$ cat config.mk
export PLATFORM = sky130hd
export DESIGN_NAME = spmv_mac
export DESIGN_NICKNAME = d
export VERILOG_FILES = /design/src/rtl/core/spmv_pkg.sv /design/src/rtl/core/spmv_mac.sv
export VERILOG_INCLUDE_DIRS = /design/src /design/src/rtl/core
export SDC_FILE = /design/constraint.sdc
export NUM_CORES = 1
export LEC_CHECK = 0
export BUFFER_PORTS_ARGS = -buffer_cell sky130_fd_sc_hd__buf_2
export CORE_ASPECT_RATIO = 1.2
export CORE_MARGIN = 4
export CORE_UTILIZATION = 64
export DETAILED_ROUTE_END_ITERATION = 12
export PLACE_DENSITY = 0.92
export SLEW_MARGIN = 20
export SYNTH_ARGS = -nofsm -noshare
export SYNTH_HDL_FRONTEND = slang
export SYNTH_SLANG_ARGS = --single-unit
$ cat constraint.sdc
create_clock -name i_clk -period 8.9 [get_ports i_clk]
set_input_delay 1.78 -clock i_clk [delete_from_list [all_inputs] [get_ports i_clk]]
set_output_delay 1.78 -clock i_clk [all_outputs]
set_load 0.02 [all_outputs]
$ cat src/rtl/core/csr_sparse_matrix_vector_multiply_macros.svh
// Assertion macros for the CSR sparse matrix-vector multiply core.
// Included by the RTL files that carry concurrent assertions; no other dependencies.
`ifndef CSR_SPARSE_MATRIX_VECTOR_MULTIPLY_MACROS_SVH
`define CSR_SPARSE_MATRIX_VECTOR_MULTIPLY_MACROS_SVH

`ifndef SYNTHESIS

// Checked only out of reset.
`define SPMV_ASSERT(lbl, clk, rst_n, prop) \
    lbl: assert property (@(posedge clk) disable iff (!rst_n) prop) \
        else $error("spmv: assertion failed");

// Checked at every edge, reset included.
`define SPMV_ASSERT_ALWAYS(lbl, clk, prop) \
    lbl: assert property (@(posedge clk) prop) \
        else $error("spmv: assertion failed");

`else

`define SPMV_ASSERT(lbl, clk, rst_n, prop)
`define SPMV_ASSERT_ALWAYS(lbl, clk, prop)

`endif

`endif

$ cat src/rtl/core/spmv_pkg.sv
// Shared types and constants of the CSR sparse matrix-vector multiply core.
// No dependencies.
`timescale 1ns / 1ps

package spmv_pkg;

    localparam int unsigned MODE_W = 2;
    localparam int unsigned COL_W  = 10;
    localparam int unsigned VAL_W  = 16;
    localparam int unsigned PROD_W = 32;
    localparam int unsigned ACC_W  = 40;
    localparam int unsigned ROW_W  = 16;

    typedef enum logic [MODE_W-1:0] {
        MODE_LOAD = 2'd0,
        MODE_NZ   = 2'd1,
        MODE_END  = 2'd2
    } t_mode;

    typedef logic signed [VAL_W-1:0]  t_value;
    typedef logic signed [PROD_W-1:0] t_prod;
    typedef logic signed [ACC_W-1:0]  t_acc;

    localparam t_acc ACC_MAX = {1'b0, {(ACC_W-1){1'b1}}};
    localparam t_acc ACC_MIN = {1'b1, {(ACC_W-1){1'b0}}};

    typedef struct packed {
        logic   vld;
        t_mode  mode;
        t_value val;
        logic   inr;
    } t_pipe_item;

    typedef struct packed {
        logic [ROW_W-1:0] row_index;
        t_acc             row_sum;
        logic             saturated;
    } t_result;

endpackage

$ cat src/rtl/core/spmv_mac.sv
// Multiply-accumulate pipeline: operand stage, product stage, saturating row sum,
// row counter and result register. Depends on spmv_pkg and the macros header.
`timescale 1ns / 1ps
`include "csr_sparse_matrix_vector_multiply_macros.svh"

module spmv_mac #(
    parameter longint unsigned ROW_COUNT_MAX = 65536
) (
    input  logic                 i_clk,
    input  logic                 i_rst_n,
    input  spmv_pkg::t_pipe_item i_item,
    input  spmv_pkg::t_value     i_rd_data,
    output logic                 o_in_rdy,
    output logic                 o_out_vld,
    input  logic                 i_out_rdy,
    output spmv_pkg::t_result    o_result
);
    import spmv_pkg::*;

    localparam int unsigned CW = (ROW_COUNT_MAX > 1) ? $clog2(ROW_COUNT_MAX) : 1;
    localparam logic [CW-1:0] CNT_LAST = CW'(ROW_COUNT_MAX - 1);

    // operand stage
    logic   r_s1_vld;
    t_mode  r_s1_mode;
    t_value r_s1_val;
    logic   r_s1_inr;
    // product stage
    logic   r_s2_vld;
    t_mode  r_s2_mode;
    t_prod  r_s2_prod;
    // row state and result
    t_acc          r_acc, n_acc;
    logic          r_clip, n_clip;
    logic [CW-1:0] r_cnt, n_cnt;
    logic          r_out_vld, n_out_vld;
    t_result       r_result, n_result;

    logic   w_out_free, w_s3_fire, w_s3_end, w_s2_free, w_s1_free;
    t_value w_vec;
    t_prod  w_prod;
    logic signed [ACC_W:0] w_sum;

    assign w_out_free = !r_out_vld || i_out_rdy;
    assign w_s3_fire  = r_s2_vld && ((r_s2_mode != MODE_END) || w_out_free);
    assign w_s3_end   = w_s3_fire && (r_s2_mode == MODE_END);
    assign w_s2_free  = !r_s2_vld || w_s3_fire;
    assign w_s1_free  = !r_s1_vld || w_s2_free;
    assign o_in_rdy   = w_s1_free;

    always_ff @(posedge i_clk) begin
        if (!i_rst_n) begin
            r_s1_vld <= 1'b0;
        end else if (w_s1_free) begin
            r_s1_vld <= i_item.vld;
        end
    end

    always_ff @(posedge i_clk) begin
        if (w_s1_free && i_item.vld) begin
            r_s1_mode <= i_item.mode;
            r_s1_val  <= i_item.val;
            r_s1_inr  <= i_item.inr;
        end
    end

    assign w_vec  = r_s1_inr ? i_rd_data : '0;
    assign w_prod = PROD_W'(r_s1_val) * PROD_W'(w_vec);

    always_ff @(posedge i_clk) begin
        if (!i_rst_n) begin
            r_s2_vld <= 1'b0;
        end else if (w_s2_free) begin
            r_s2_vld <= r_s1_vld;
        end
    end

    always_ff @(posedge i_clk) begin
        if (w_s2_free && r_s1_vld) begin
            r_s2_mode <= r_s1_mode;
            r_s2_prod <= w_prod;
        end
    end

    assign w_sum = (ACC_W+1)'(r_acc) + (ACC_W+1)'(r_s2_prod);

    always_comb begin
        n_acc     = r_acc;
        n_clip    = r_clip;
        n_cnt     = r_cnt;
        n_out_vld = r_out_vld && !i_out_rdy;
        n_result  = r_result;
        if (w_s3_fire) begin
            case (r_s2_mode)
                MODE_NZ: begin
                    if (w_sum[ACC_W] != w_sum[ACC_W-1]) begin
                        n_acc  = w_sum[ACC_W] ? ACC_MIN : ACC_MAX;
                        n_clip = 1'b1;
                    end else begin
                        n_acc = w_sum[ACC_W-1:0];
                    end
                end
                MODE_END: begin
                    n_result.row_index = ROW_W'(r_cnt);
                    n_result.row_sum   = r_acc;
                    n_result.saturated = r_clip;
                    n_out_vld          = 1'b1;
                    n_acc              = '0;
                    n_clip             = 1'b0;
                    n_cnt              = (r_cnt == CNT_LAST) ? '0 : r_cnt + 1'b1;
                end
                default: begin
                end
            endcase
        end
    end

    always_ff @(posedge i_clk) begin
        if (!i_rst_n) begin
            r_acc     <= '0;
            r_clip    <= 1'b0;
            r_cnt     <= '0;
            r_out_vld <= 1'b0;
        end else begin
            r_acc     <= n_acc;
            r_clip    <= n_clip;
            r_cnt     <= n_cnt;
            r_out_vld <= n_out_vld;
        end
    end

    always_ff @(posedge i_clk) begin
        r_result <= n_result;
    end

    assign o_out_vld = r_out_vld;
    assign o_result  = r_result;

    `SPMV_ASSERT(a_row_clears, i_clk, i_rst_n, w_s3_end |=> (r_acc == '0) && !r_clip)
    `SPMV_ASSERT(a_out_from_end, i_clk, i_rst_n, $rose(r_out_vld) |-> $past(w_s3_end))
    `SPMV_ASSERT(a_cnt_on_end, i_clk, i_rst_n, (r_cnt != $past(r_cnt)) |-> $past(w_s3_end))
    `SPMV_ASSERT(a_s1_held, i_clk, i_rst_n, r_s1_vld && !w_s2_free |=> r_s1_vld)
    `SPMV_ASSERT_ALWAYS(a_rst_empty, i_clk, !i_rst_n |=> !r_out_vld && !r_s1_vld && !r_s2_vld)

endmodule

Word-level counts from Yosys, hierarchy flattened
Index checks and enable logic that the tools add are counted.
Widths: inputs -> output; s select.
{ "op_classes": {"eq_ne": 6, "multipliers": 1, "muxes": 9, "add_sub_neg": 2, "n_reduce_logical": 16} }
{ "ops": {"columns": ["op", "n"], "rows": [
  ["$mux 40", 2],
  ["$pmux 40 s2", 1],
  ["$add 40x32->41", 1],
  ["$mul 16x16->32", 1],
  ["$mux 16", 2],
  ["$add 16x1->16 const B", 1],
  ["$eq 16x16->1 const B", 1],
  ["$logic_and 1x1->1", 4],
  ["$logic_not 1->1", 4],
  ["$logic_or 1x1->1", 4],
  ["$ne 2x2->1 const B", 2],
  ["$reduce_and 2->1", 2],
  ["$mux 1", 3],
  ["$reduce_and 3->1", 1],
  ["$eq 2x1->1 const B", 1],
  ["$eq 2x2->1 const B", 1],
  ["$pmux 1 s2", 1],
  ["$reduce_bool 2->1", 1],
  ["$ne 1x1->1", 1]
]} }
{ "totals": {"word_cells": 48, "output_inout_bits": 59, "regBits": 170, "input_bits": 39} }

Longest topological paths before layout
Gate-level depths: netlist of run 1.
{ "depth": {"depth_word": 7, "mapped_depth": 27, "ltp_nobuf": 25} }

Worst setup path after synthesis of run 1
OpenSTA, ideal clock, no wires.
{ "synth_path": {"path_kind": "input to register", "from": "input i_rd_data[7]", "to": "register r_s2_prod[31] (data pin)", "required_time_ps": 8640, "stages": 22, "n_path_buf": 1, "arrival_time_ps": 7306, "setup_ps": 260, "slack_ps": 1334, "cell_sequence": "and2_1 clkbuf_1 nand2_1 fa_1 inv_1 fa_1 fa_1 fa_1 fa_1 inv_1 fa_1 inv_1 ha_1 a21o_1 a21o_1 a221o_1 nand3_1 nand2_1 o31ai_1 o2111ai_1 a21oi_1 xnor2_1"} }
{ "synth_via": {"elab_chain_len": 2} }
{ "synth_rtl": {"columns": ["element", "line_no", "source"], "rows": [
  ["start, declared", "spmv_mac.sv:12", "input spmv_pkg::t_value i_rd_data,"],
  ["$mux 16", "spmv_mac.sv:67", "assign w_vec = r_s1_inr ? i_rd_data : '0;"],
  ["$mul 16x16->32", "spmv_mac.sv:68", "assign w_prod = PROD_W'(r_s1_val) * PROD_W'(w_vec);"],
  ["named net w_prod[31]", "spmv_mac.sv:41", "t_prod w_prod;"],
  ["end signal, assigned", "spmv_mac.sv:81", "r_s2_prod <= w_prod;"],
  ["end, declared", "spmv_mac.sv:31", "t_prod r_s2_prod;"]
]} }
The timed path passes the listed nets, and every way through them passes these cells.
A chain may end at the register's enable or synchronous reset.

Worst setup path in the final report of run 1
{ "layout_path": {"from": "input i_rd_data[1]", "to": "register r_s2_prod[31] (data pin)"} }
Same word-level chain as after synthesis.

==> results of run 1 <==
[state kept, by name, indices dropped and copies added, names as in the netlist, 2 cells and up]
name / cells
o_result: 57
r_acc: 40
r_cnt: 16
r_s1_mode: 2
r_s1_val: 16
r_s2_mode: 2
r_s2_prod: 32
[cell families (layout without fill, tap and decap cells)]
group	Yosys count	count (layout)	share of synthesized area, %
AOI/OAI and AO/OA	272	272	9.94
xor gates and xnor gates	76	76	3.71
adders and majority gates	388	388	38.1
buffers and inverters	391	458	8.63
DFF	170	170	25.1
muxes	2	2	0.140
and+or+nand+nor	533	533	14.4
[report_power, final]
part | internal (mW) | switching (mW)
Clock | 0.430 | 0.346
Sequential | 1.11 | 0.0701
Combinational | 1.76 | 2.32
[per-stage QoR]
| stage | utilization (%) | hold WS (ns) | area (um2) | total power, mW | setup slack, ns |
|---|---|---|---|---|---|
| after floorplan | - | 0.400 | 17900 | 4.37 | 1.33 |
| after global placement | 68.1 | 0.435 | 18600 | 4.96 | 0.845 |
| after detailed placement | 68.1 | 0.445 | 18600 | 5.19 | 0.681 |
| after CTS | 70.4 | 0.464 | 19200 | 6.03 | 1.13 |
| after global routing | 70.4 | 0.471 | 19200 | 6.63 | 0.721 |
| final | 70.4 | 0.467 | 19200 | 6.04 | 1.04 |
[cell usage in the layout, fill, tap and decap left out, types with 4 or more instances in the layout]
cell	instances
o21ai_1	6
o21ai_0	59
a21o_1	28
or2_2	5
nor3_1	17
a211oi_1	15
buf_2	97
o21a_1	5
clkbuf_16	17
xor2_1	32
fa_1	263
and3_1	122
a21boi_0	11
nand2b_1	6
edfxtp_1	110
ha_1	125
dfxtp_1	60
and4_1	4
nand3_1	28
o21bai_1	14
o211ai_1	9
nor2_1	82
buf_4	7
nand2_1	209
o21ai_2	17
or3_1	14
a21oi_1	72
and2_1	19
nand4_1	13
xnor2_1	43
inv_1	321
[path summary, 6_finish.rpt]
| kind | endpoint | slack, ns | cells past startpoint |
|---|---|---|---|
| min | o_result[0] | 0.47 | 0 |
| min reg2reg | o_result[0] | 0.47 | 0 |
| max reg2reg | r_s2_prod[31] | 1.48 | 22 |
| max | r_s2_prod[31] | 1.04 | 21 |
[worst max-delay path, delay by kind of cell]
kind,cells,cell delay (ns)
xor+xnor,1,0.08
buf+inv,4,0.39
compound gates,4,1.23
simple gates,5,0.93
fa+ha+maj,7,3.61
[area by class of cell]
type	count	area share (%)
Multi-Input combinational cell	1271	61.8
Sequential cell	170	23.4
Inverter	322	6.28
Timing Repair Buffer	104	2.80
Tap cell	374	2.43
Clock buffer	17	2.21
Clock inverter	15	1.05
[layer usage]
layer | up-vias | GRT usage (%)
li1 | 6092 | -
met1 | 6505 | 35.3
met2 | 573 | 49.3
met3 | 113 | 5.35
met4 | 0 | 10.3
met5 | - | 0
==> metrics, run 1 <==
Worst R2R Start=r_s1_inr; RSZ-0062 raised after global routing=no; Worst setup EP type=register; Ports=a little under 100; most numerous cell in the Yosys netlist=inv_1; Fill cells=around 1900; WS Path Type=in -> reg; Mapped Cells=around 1800; clock skew=~0.023 ns; die width=around 160 um; top sig layer=met4; Synth cell types=67; Num CTS Buffers=17; Max Clk Rate=approximately 130 MHz; ANT cells=0; share of flip-flops with an asynchronous set or reset=0%; die area=between 0.03 and 0.04 mm2; post-synth top area share=29.4%; CTS Root Cell=clkbuf_16; DRC viols=0; #FFs+latches synth=170; routability cong.=~1; PortBufs=97; first drt pass iteration count=5; Worst Path Arrival=8.04 ns; startpoint types=input port; max_cap viols=0; CTS tree=done; met2 wire length=between 20000 and 25000 um; largest cells by area after synthesis=fa_1 (29%), edfxtp_1 (18%), ha_1 (8.7%), inv_1 (6.7%), dfxtp_1 (6.7%); Placed Cells=between 2000 and 2500; most frequent CP cell=fa_1; GRT Total Usage=28.2%; Synth Net Count=roughly 2300; HP Class=reg -> reg; clock sinks=170; Layout Nets=about 2300; Clk pin slew, worst setup/hold paths=around 0.070 ns; Worst Min Path Start=r_clip; DR iter-0 viols=956; vias=between 10000 and 15000; Power Dens Cells=314 mW/mm2; first-pass GRT wire length=around 69000 um; clk buf depth=2; # setup viols final=0; Final Non-Filler Cells=roughly 2300; synthesized area=about 0.018 mm2; share of cells above drive strength 1=a little under a tenth; Syn Area/Cell=9.79 um2; final hold vios=0; area of the multi-input gates=between 0.01 and 0.015 mm2; Routed WL per cell=between 15 and 20 um; clk_lat worst skew=between 0.4 and 0.5 ns; worst stage delay on the critical path=between 0.7 and 0.8 ns; H-Tree Depth=4; P_leak=around 9.4 nW; WP data required=9.07 ns; routed length on met3=~3000 um; most instantiated cells after synthesis=inv_1 (322), fa_1 (263), nand2_1 (209), ha_1 (125), and3_1 (122); antenna-violating nets left=0; Starting Density=between 60% and 70%; Seq/Total Area, Yosys=between 20% and 30%; period utilization=88.3%; Post-synth EDFFs=110; cts repair resizes=0; largest net degree at the start of global routing=82; die extent in y=between 150 and 200 um; Max IR drop VDD=just under 200 uV; post-DR vias/cell=roughly 5.8; critical path, cell by cell=buf_2, and2_1, nand2_1, inv_1, fa_1, inv_1, fa_1, fa_1, fa_1, fa_1, fa_1, inv_1, ha_1, and4_1, a221o_1, nand3_1, nand2_1, o31ai_1, o2111ai_1, a21oi_1, xnor2_1; slowest cell on the critical path=fa_1; GRT Residual Overflow=0; Final Max Slew Viols=0; Rel. slew slack=about a third; CP max FO=9; final WL=around 42000 um; vias in the first global route=between 10000 and 15000; biggest area consumer among synthesized cells=fa_1; initial antenna violation count=0; Final min period=between 7 and 8 ns; # rows=66; postcts setup bufs=0; CP Launch Point=i_rd_data[1]; outcome=finished clean; Hold Buf Count CTS=0; Final HPWL DP=around 32000 um; Post-Route Setup TNS=0 ns; Top FF cell, synth=edfxtp_1; P&R area growth vs syn=7.28%; YS warnings=0; WL met1=16500 um; core region area=roughly 0.027 mm2; worst-margin pin slew=just under 1 ns; sequential cell area=~0.0045 mm2
(Power assumes the default switching activity.)
==> inputs of run 2 (changes only) <==
==> constraint.sdc (replaced) <==
create_clock -name i_clk -period 7.5 [get_ports i_clk]
set_input_delay 1.5 -clock i_clk [delete_from_list [all_inputs] [get_ports i_clk]]
set_output_delay 1.5 -clock i_clk [all_outputs]
set_load 0.02 [all_outputs]
==> run 2 against run 1 <==
Net effect: final cell count up 2.0%; via count up 1.9%; clock skew up 0.0026 ns; die area unchanged; count of clock-buffer cells in the layout unchanged; flip-flop and latch count unchanged; sequential power up 19%; utilization up 1.2 points; register-to-register slack worse by 0.90 ns; critical path type unchanged.
==> metrics, run 2 (same netlist as run 1, synthesis figures left out) <==
Max Clk Rate=about 140 MHz; period utilization=a little over nine tenths; GRT Total Usage=28.5% (was 28.2%); P_leak=9.67 nW (was 9.45 nW); fin area=0.0196 mm2 (was 0.0192 mm2); Routed WL per cell=18.2 um (was 18.4 um); DR iter-0 viols=1029 (was 956); first drt pass iteration count=7 (was 5); outcome=finished clean (unchanged); vias=13500 (was 13300); DRC viols=0 (unchanged); worst-margin pin slew=0.985 ns (was 0.991 ns); vias in the first global route=14100 (was 13800); Rel. slew slack=34.3% (was 33.8%); Power Dens Cells=392 mW/mm2 (was 314 mW/mm2); GRT met2 Usage=51.0% (was 49.3%); Worst Path Arrival=7.50 ns (was 8.04 ns); core region area=0.0273 mm2 (unchanged); post-DR vias/cell=5.84 (about the same); postcts setup bufs=0 (unchanged); initial antenna violation count=0 (unchanged); CTS tree=done (unchanged); largest net degree at the start of global routing=81 (was 82); die width=161 um (unchanged); Final Util=71.6% (was 70.4%); GRT Residual Overflow=0 (unchanged); Final min period=approximately 7.3 ns; final WL=42200 um (was 41800 um); first-pass GRT wire length=70100 um (was 69500 um); worst stage delay on the critical path=0.57 ns (was 0.75 ns); PortBufs=97 (unchanged); Num CTS Buffers=17 (unchanged); clock sinks=170 (unchanged); CP top delay family=adder cells (unchanged); cts repair resizes=0 (unchanged); Ports=98 (unchanged); Final HPWL DP=33000 um (was 32500 um); Worst setup EP type=register (unchanged); clock skew=0.0257 ns (was 0.0231 ns); most frequent CP cell=fa_1 (unchanged); CP max FO=6 (was 9); max_cap viols=0 (unchanged); die extent in y=191 um (unchanged); met3 Use GR=3.73% (was 5.35%); leading cell type in the layout, fill and taps excluded=inv_1 (unchanged); max reg flops=57 (unchanged); H-Tree Depth=4 (unchanged); critical path, cell by cell=buf_2, and2_2, buf_4, nand2_1, fa_1, fa_1, inv_1, fa_1, inv_1, fa_1, fa_1, fa_1, inv_1, ha_1, a21oi_2, o21ai_0, a31oi_1, and2_4, nor2_1, o31ai_1, buf_4, o2111ai_1, a21oi_1, xnor2_1 (was buf_2, and2_1, nand2_1, inv_1, fa_1, inv_1, fa_1, fa_1, fa_1, fa_1, fa_1, inv_1, ha_1, and4_1, a221o_1, nand3_1, nand2_1, o31ai_1, o2111ai_1, a21oi_1, xnor2_1); CTS Root Cell=clkbuf_16 (unchanged); final hold vios=0 (unchanged); most frequent cells in the layout=inv_1 (321), fa_1 (263), nand2_1 (209) (unchanged); fin worst setup slack=0.172 ns (was 1.04 ns); # rows=66 (unchanged); dpl cell area=0.0190 mm2 (was 0.0186 mm2); Max IR drop VDD=401 uV (was 199 uV); antenna-violating nets left=0 (unchanged); P&R area growth vs syn=9.17% (was 7.28%); GRT Max-Usage Layer=met2 (unchanged); clk buf depth=2 (unchanged); Clk pin slew, worst setup/hold paths=0.07 ns (about the same); HP Class=reg -> reg (unchanged); Layout Nets=2359 (was 2313); startpoint types=input port (unchanged); WP data required=7.67 ns (was 9.07 ns); # setup viols final=0 (unchanged); clk_lat worst skew=0.45 ns (about the same); met1 usage=35.0% (was 35.3%); Buf/Inv on CP=6 (was 4); Hold Buf Count CTS=0 (unchanged); WS Path Type=in -> reg (unchanged); die area=0.0308 mm2 (unchanged); ANT cells=0 (unchanged); Final Max Slew Viols=0 (unchanged); routability cong.=0.978 (was 0.985); slowest cell on the critical path=fa_1 (unchanged); pre-CTS WS=-0.171 ns (was 0.681 ns); Starting Density=65.6% (unchanged); share of cells above drive strength 1=11.7% (was 9.22%)
-- run 2: final timing paths --
| path | cells after the start | end | start | slack, ns |
|---|---|---|---|---|
| setup / recovery | 24 | r_s2_prod[31] | i_rd_data[2] | 0.17 |
| hold / removal | 0 | o_result[32] | r_acc[31] | 0.47 |
| setup reg to reg | 24 | r_s2_prod[31] | r_s1_inr | 0.58 |
| hold reg to reg | 0 | o_result[32] | r_acc[31] | 0.47 |
-- run 2: worst reg2reg max path, delay by kind of cell (launching register included) --
family	cells	cell delay, ns
buffers and inverters	6	0.78
xor gates and xnor gates	1	0.09
and+or+nand+nor	4	0.69
DFF	1	0.39
adders and majority gates	7	3.48
AOI/OAI and AO/OA	6	1.22
-- run 2: layout make-up --
class,instances,area (um2)
multi-input combinational,1271,11900
fill,1889,7760
sequential,170,4500
inverter,322,1210
timing repair buffer,150,908
tap,374,468
clock buffer,17,425
clock inverter,15,155
-- run 2: metrics by stage --
step / TNS [ns] / power (mW) / hold slack [ns] / instances
final: 0 / 7.68 / 0.473 / 2319
after global routing: -0.00236 / 8.37 / 0.485 / 2319
after CTS: 0 / 7.59 / 0.471 / 2319
after detailed placement: -0.291 / 6.64 / 0.451 / 2287
after global placement: 0 / 6.28 / 0.437 / 2287
after floorplan: 0 / 5.18 / 0.400 / 1832
-- run 2: where the power goes --
| part | leakage [nW] | total [mW] | switching, mW | internal (mW) |
|---|---|---|---|---|
| registers | 1.58 | 1.40 | 0.0801 | 1.32 |
| clock network | 0.280 | 0.857 | 0.414 | 0.443 |
| logic | 7.81 | 5.43 | 3.01 | 2.41 |
| total | 9.67 | 7.68 | 3.51 | 4.17 |
-- run 2: routing by layer --
layer	vias to the layer above	routed length [um]	part of all wire, %
met1	6586	16200	38
met2	635	21500	51
met5	-	0	0
met3	141	2700	6.4
met4	0	1790	4.2
li1	6178	-	-
